--- src/hdl/sorted_table_binary_search_top_assert.svh ---
// Assertion macros for the sorted table search block.
// Used by the controller and datapath files; needs clk_i and rst_ni in scope.
`ifndef SORTED_TABLE_BINARY_SEARCH_TOP_ASSERT_SVH
`define SORTED_TABLE_BINARY_SEARCH_TOP_ASSERT_SVH

// Check a condition at every clock edge outside reset.
`define STBS_ASSERT(label, cond, msg) \
  label: assert property (@(posedge clk_i) disable iff (!rst_ni) (cond)) \
    else $error(msg);

// Check that a condition implies another in the same cycle.
`define STBS_ASSERT_IMP(label, ante, cons, msg) \
  label: assert property (@(posedge clk_i) disable iff (!rst_ni) (ante) |-> (cons)) \
    else $error(msg);

// Check that a condition implies another in the next cycle.
`define STBS_ASSERT_NEXT(label, ante, cons, msg) \
  label: assert property (@(posedge clk_i) disable iff (!rst_ni) (ante) |=> (cons)) \
    else $error(msg);

`endif

--- src/hdl/stbs_pkg.sv ---
// Shared types and constants for the sorted table search block.
// Used by stbs_ctrl, stbs_dpath and the top level; depends on nothing.
package stbs_pkg;

  localparam int unsigned TABLE_DEPTH = 1024;
  localparam int unsigned ADDR_W      = $clog2(TABLE_DEPTH);
  localparam int unsigned CNT_W       = $clog2(TABLE_DEPTH + 1);
  localparam int unsigned DATA_W      = 32;
  localparam int unsigned OPC_W       = 2;
  localparam int unsigned IDX_W       = 10;

  // Input word opcodes; the fourth code is ignored.
  typedef enum logic [OPC_W-1:0] {
    OP_CLEAR  = 2'd0,
    OP_APPEND = 2'd1,
    OP_SEARCH = 2'd2
  } op_e;

  // Controller states.
  typedef enum logic [1:0] {
    ST_IDLE,
    ST_PROBE,
    ST_CMP
  } state_e;

  // Datapath commands, one per cycle.
  typedef enum logic [3:0] {
    CMD_NONE,
    CMD_CLEAR,
    CMD_APPEND,
    CMD_START,
    CMD_READ,
    CMD_GO_LOW,
    CMD_GO_HIGH,
    CMD_DONE_FOUND,
    CMD_DONE_MISS
  } cmd_e;

  typedef struct packed {
    cmd_e op;
  } ctrl_cmd_t;

  typedef struct packed {
    logic bounds_open;  // low bound below exclusive high bound
    logic probe_eq;     // probed entry equals key
    logic probe_gt;     // probed entry greater than key
    logic out_free;     // output register can take a word this cycle
  } dp_status_t;

endpackage

--- src/hdl/stbs_ctrl.sv ---
// Controller state machine for the sorted table search block.
// Depends on stbs_pkg and the assertion header; drives datapath commands.
`include "sorted_table_binary_search_top_assert.svh"

module stbs_ctrl (
  input  logic                                clk_i,
  input  logic                                rst_ni,
  input  logic                                in_valid_i,
  output logic                                in_stall_o,
  input  logic [stbs_pkg::OPC_W-1:0]          in_opcode_i,
  input  stbs_pkg::dp_status_t                status_i,
  output stbs_pkg::ctrl_cmd_t                 cmd_o
);
  import stbs_pkg::*;

  state_e state_q, state_d;
  logic   accept;

  assign in_stall_o = (state_q != ST_IDLE);
  assign accept     = in_valid_i && (state_q == ST_IDLE);

  // Next state
  always_comb begin
    state_d = state_q;
    unique case (state_q)
      ST_IDLE: begin
        if (accept && (op_e'(in_opcode_i) == OP_SEARCH)) state_d = ST_PROBE;
      end
      ST_PROBE: begin
        if (status_i.bounds_open) state_d = ST_CMP;
        else if (status_i.out_free) state_d = ST_IDLE;
      end
      ST_CMP: begin
        if (!status_i.probe_eq) state_d = ST_PROBE;
        else if (status_i.out_free) state_d = ST_IDLE;
      end
      default: state_d = ST_IDLE;
    endcase
  end

  // Command outputs
  always_comb begin
    cmd_o.op = CMD_NONE;
    unique case (state_q)
      ST_IDLE: begin
        if (accept) begin
          case (in_opcode_i)
            OP_CLEAR:  cmd_o.op = CMD_CLEAR;
            OP_APPEND: cmd_o.op = CMD_APPEND;
            OP_SEARCH: cmd_o.op = CMD_START;
            default:   cmd_o.op = CMD_NONE;
          endcase
        end
      end
      ST_PROBE: begin
        if (status_i.bounds_open) cmd_o.op = CMD_READ;
        else if (status_i.out_free) cmd_o.op = CMD_DONE_MISS;
      end
      ST_CMP: begin
        if (!status_i.probe_eq) begin
          cmd_o.op = status_i.probe_gt ? CMD_GO_HIGH : CMD_GO_LOW;
        end else if (status_i.out_free) begin
          cmd_o.op = CMD_DONE_FOUND;
        end
      end
      default: cmd_o.op = CMD_NONE;
    endcase
  end

  // State register
  always_ff @(posedge clk_i or negedge rst_ni) begin
    if (!rst_ni) begin
      state_q <= ST_IDLE;
    end else begin
      state_q <= state_d;
    end
  end

  `STBS_ASSERT_IMP(a_done_needs_free,
    (cmd_o.op == CMD_DONE_FOUND) || (cmd_o.op == CMD_DONE_MISS), status_i.out_free,
    "result issued while output register busy")
  `STBS_ASSERT_IMP(a_read_needs_open, cmd_o.op == CMD_READ, status_i.bounds_open,
    "probe read issued with crossed bounds")
  `STBS_ASSERT_NEXT(a_start_to_probe, cmd_o.op == CMD_START, state_q == ST_PROBE,
    "search start did not enter probe")

endmodule

--- config.mk ---
export PLATFORM = sky130hd
export DESIGN_NAME = stbs_ctrl
export DESIGN_NICKNAME = d
export VERILOG_FILES = /design/src/hdl/stbs_pkg.sv /design/src/hdl/stbs_ctrl.sv
export VERILOG_INCLUDE_DIRS = /design/src /design/src/hdl
export SDC_FILE = /design/constraint.sdc
export NUM_CORES = 1
export LEC_CHECK = 0
export ABC_AREA = 0
export BUFFER_PORTS_ARGS = -buffer_cell sky130_fd_sc_hd__buf_4
export CAP_MARGIN = 20
export CORE_AREA = 3 3 40 42
export CTS_BUF_LIST = sky130_fd_sc_hd__clkbuf_16
export CTS_CLUSTER_DIAMETER = 30
export DETAILED_ROUTE_END_ITERATION = 8
export DIE_AREA = 0 0 43 45
export GPL_TIMING_DRIVEN = 1
export HOLD_SLACK_MARGIN = 0.03
export SYNTH_ARGS = -nofsm -noshare
export SYNTH_HDL_FRONTEND = slang
export SYNTH_SLANG_ARGS = --single-unit
--- constraint.sdc ---
create_clock -name clk_i -period 1.8 [get_ports clk_i]
set_input_delay 0.09 -clock clk_i [delete_from_list [all_inputs] [get_ports clk_i]]
set_output_delay 0.09 -clock clk_i [all_outputs]
set_load 0.005 [all_outputs]
### After elaboration in Yosys (flattened, before gate mapping)

Index checks and enable logic that the tools add are counted.
Widths: inputs -> output; s select.

| cells by class | value |
|---|---|
| reduce and logical (&&, ||, !) cells | 5 |
| eq/ne operators | 5 |
| mux-type cells | 13 |

Operators by type and width:

| cell | count |
|---|---|
| $mux 2 | 6 |
| $pmux 2 s3 | 2 |
| $pmux 4 s3 | 1 |
| $mux 4 | 2 |
| $mux 3 | 2 |
| $eq 2x1->1 const B | 2 |
| $eq 2x2->1 const B | 2 |
| $logic_not 2->1 | 2 |
| $logic_and 1x1->1 | 2 |
| $ne 2x1->1 const B | 1 |
| $reduce_bool 2->1 | 1 |

| word-level totals | value |
|---|---|
| word-level logic and storage cells | 24 |
| output and inout bits | 5 |
| bits of input ports | 9 |
| flip-flop bits (word level) | 2 |

### Longest topological paths before layout

| depth | value |
|---|---|
| depth after elaboration | 5 |
| mapped depth | 4 |
| depth with buffers taken out | 4 |

### Worst setup path after synthesis

No wires, ideal clock.

| timing path | value |
|---|---|
| path kind | register -> register |
| start point | register state_q[1] |
| end point | register state_q[0] |
| data arrival time | 986 ps |
| stages on the path, launching flop included | 3 |
| setup slack | 733 ps |
| library setup time | 80 ps |
| data required time | 1720 ps |
| path buffers | 0 |
| period minus slack after synthesis | 1067 ps |
| cell sequence | dfrtp_1 > or4b_1 > o211ai_2 |

| between the ends | value |
|---|---|
| cells in the longest elaborated chain, start to end | 4 |
| elaborated cells between the ends (all ways) | 7 |
| classes of those cells | 3 x eq/ne; 1 x mux; 3 x reduce/logical |

Ends and longest elaborated chain:

| what | line | RTL |
|---|---|---|
| start, declared | stbs_ctrl.sv:16 | `state_e state_q, state_d;` |
| start signal, assigned | stbs_ctrl.sv:75 | `state_q <= state_d;` |
| $logic_not 2->1 | stbs_ctrl.sv:20, stbs_ctrl.sv:25 |  |
| $logic_and 1x1->1 | stbs_ctrl.sv:20 | `assign accept = in_valid_i && (state_q == ST_IDLE);` |
| $logic_and 1x1->1 | stbs_ctrl.sv:27 | `if (accept && (op_e'(in_opcode_i) == OP_SEARCH)) state_d = ST_PROBE;` |
| $ne 2x1->1 (no source line) | -- |  |

Parallel ways exist; a longest one is shown, timed or not.
A chain may end at the register's enable or synchronous reset.

==> reports/metrics.csv <==
metric;value;unit
leakage_power;0.2060;nW
number_of_routed_nets_with_antenna_violations;0;
finalClockSkew;0.001111;ns
critPathSlowestCell;sky130_fd_sc_hd__dfrtp_1;
place.gp.congestion;0.6396;
pin_count_of_the_biggest_net_entering_global_routing;8;
timing.final.setup_violations;0;
syn-cell-area;212.7;um2
ff_latch_area;50.05;um2
wire_per_inst;9.661;um
post_synth.cell_area_avg;8.863;um2
port-buffer-count;13;
pwr-share-seq;12.3;%
chipWidth;43;um
ys_warn_count;0;
synth_cells;24;
timing.final.hold_violations;0;
timing.critical_path.arrival;1.36;ns
power.share.clock;70.9;%
multiInputGateArea;151.4;um2
cts_htree_levels;1;
cell_row_count;13;
core;1285;um2
proportion_of_layout_cells_with_a_drive_suffix_above_1;41.46;%
timing.fmax;691.9;MHz
area_delta_synth_final;94.71;%
detailedRoute.firstIterationViolations;2;
antenna_found_initial;0;
maxSlewHeadroom;82.66;%
switching_power_summed_over_all_nets;0.00008258;W
tightest_slew;0.2566;ns
design.die.area;1935;um2
detailed_routing_iterations_pass_1;2;
switching_share;17.80;%
pwr_density_cell;1120;nW/um2
max-cap-violations;0;
report.final.slew_viol_count;0;
final.fill_count;138;
number_of_buffers_inserted_during_clock_tree_synthesis;3;
post_dp_cell_area;329.1;um2
worstPathBufferInverterCount;1;
period_needed;1.445;ns
crit_path_max_incr_delay;0.42;ns
grt_first_pass_wirelength;938;um
worst_setup_hold_path_clk_slew;0.03;ns
synthesized_net_count;35;
top_level_ports;14;
cts.path.max_buffers;2;
post-route-cell-area;414.1;um2
largest_register;state_q;
cp.required;1.71;ns
finalCoreUtilization;32.23;%
path_delay_family;flip-flops;
reg.largest.list;state_q (2);
detailed_place_hpwl;444.1;um
start_kind;register;
clock_insertion_delay_worst_skew;0.22;ns
vias_in_the_first_global_route;254;
p_int;0.0003815;W
rsz0062_at_grt;false;
grt-ovfl-total;0;
critPathCaptureType;output pin;
clock_tree_from_tritoncts;yes;
crit_path_cell_trace;or3b_1 > o32ai_1 > buf_4;
power.ir.vdd_worst;0.3946;mV
path_class;register to output pin;
nets;54;
via_count;245;
hold_path_class;primary input to register;
route.detailed.vias_per_inst;4.375;
clock-root-buffer;sky130_fd_sc_hd__clkbuf_16;
cts_resized;0;
drc_errors;0;
floorplan.initialDensity;16.55;%
synth-seq-area-share;23.53;%
fp.dieH;45;um
timing.setup.tns;0;ns
status;complete, no violations;
drt_wl_total;541;um
final_min_period_over_clock_period;80.29;%
grt_usage;7.077;%
cts.sinks;2;
antenna-diode-count;0;
register_bit_total_from_synthesis;2;
netlist-cell-type-count;15;
fin_hold_ws;0.1154;ns
largest_register_ffs;2;
critPathMaxFanout;7;
combinationalPowerShare;16.8;%
[layout by cell type, fill, tap and decap left out]
master,count
sky130_fd_sc_hd__or4bb_1,1
sky130_fd_sc_hd__ha_1,2
sky130_fd_sc_hd__o21ai_1,2
sky130_fd_sc_hd__o211ai_2,1
sky130_fd_sc_hd__or4b_1,1
sky130_fd_sc_hd__nor4bb_1,1
sky130_fd_sc_hd__dfrtp_1,2
sky130_fd_sc_hd__dlygate4sd3_1,1
sky130_fd_sc_hd__nor2_1,2
sky130_fd_sc_hd__buf_4,13
sky130_fd_sc_hd__clkbuf_16,3
sky130_fd_sc_hd__inv_1,3
sky130_fd_sc_hd__nand3b_1,1
sky130_fd_sc_hd__o32ai_1,2
sky130_fd_sc_hd__nor2b_1,2
sky130_fd_sc_hd__nand2b_1,2
sky130_fd_sc_hd__or3b_1,1
sky130_fd_sc_hd__or2_1,1
[kinds of logic (layout without fill, tap and decap cells)]
logic type | count (synthesis) | in the layout | synth area share [%]
adder cells (fa/ha/maj) | 2 | 2 | 11.76
AO/OA/AOI/OAI | 5 | 5 | 18.82
AND/OR/NAND/NOR | 12 | 12 | 40.59
flip-flops | 2 | 2 | 23.53
buffers and inverters | 3 | 20 | 5.294
[power by group through the flow]
| stage | Clock (W) | Combinational (W) | Sequential, W |
|---|---|---|---|
| floorplan | 0 | 0.0000352 | 0.0000555 |
| global placement | 0 | 0.0000771 | 0.0000573 |
| detailed placement | 0 | 0.0000775 | 0.0000574 |
| CTS | 0.000337 | 0.0000796 | 0.0000571 |
| global route | 0.000342 | 0.0000864 | 0.0000592 |
| finish | 0.000329 | 0.0000780 | 0.0000572 |
[cell type report]
type | instances | share of cell area (%)
multi-input cells | 19 | 36.56
repair buffers | 14 | 25.98
clock buffers | 3 | 18.13
flip-flops and latches | 2 | 12.08
well taps | 15 | 4.532
inverters | 3 | 2.719
[worst reg2reg max path, cell delays in order, from the launching register on]
cell and delay (ns):
sky130_fd_sc_hd__dfrtp_1 0.42, sky130_fd_sc_hd__or4b_1 0.55, sky130_fd_sc_hd__o211ai_2 0.07
[metrics by stage]
stage | worst slack [ns] | power, W | cells
after floorplan | 0.7333 | 0.00009069 | 24
after global placement | 0.6048 | 0.0001344 | 52
after detailed placement | 0.5994 | 0.0001350 | 52
after CTS | 0.3552 | 0.0004735 | 56
after global routing | 0.2833 | 0.0004874 | 56
final | 0.3548 | 0.0004640 | 56
[per-layer routing]
metal / share of wire, % / global-route usage, % / up-vias / wire length [um]
met5: 0 / 0 / - / 0
met4: 3.7 / 9.036 / 0 / 20
met3: 7.8 / 2.390 / 2 / 42
met2: 41 / 9.880 / 14 / 221
met1: 47 / 7.470 / 106 / 256
li1: - / - / 123 / -
[worst paths after layout]
path	from	end	slack [ns]	depth (start not counted)
setup reg to reg	state_q[1]	state_q[0]	0.68	2
hold / removal	status_i[2]	state_q[0]	0.12	2
min in group asynchronous	rst_ni	state_q[1]	0.20	2
hold reg to reg	state_q[0]	state_q[1]	0.63	2
max in group asynchronous	rst_ni	state_q[0]	1.51	2
setup / recovery	state_q[1]	cmd_o[1]	0.35	3
[what timing repair did]
item                                   in CTS  in global routing
endpoints found under the hold margin       2                  0
setup buffers                               0                  0
hold buffers                                1                  0
[cells in the mapped netlist (all sizes together)]
cell type	n	share of area [%]
dfrtp	2	24
ha	2	12
inv	3	5.3
nand2b	2	5.9
nand3b	1	3.5
nor2	2	3.5
nor2b	2	5.9
nor4bb	1	4.7
o211ai	1	5.9
o21ai	2	4.7
o32ai	2	8.2
or2	1	2.9
or3b	1	4.1
or4b	1	4.7
or4bb	1	5.3
Power figures use the tool's default switching activity.
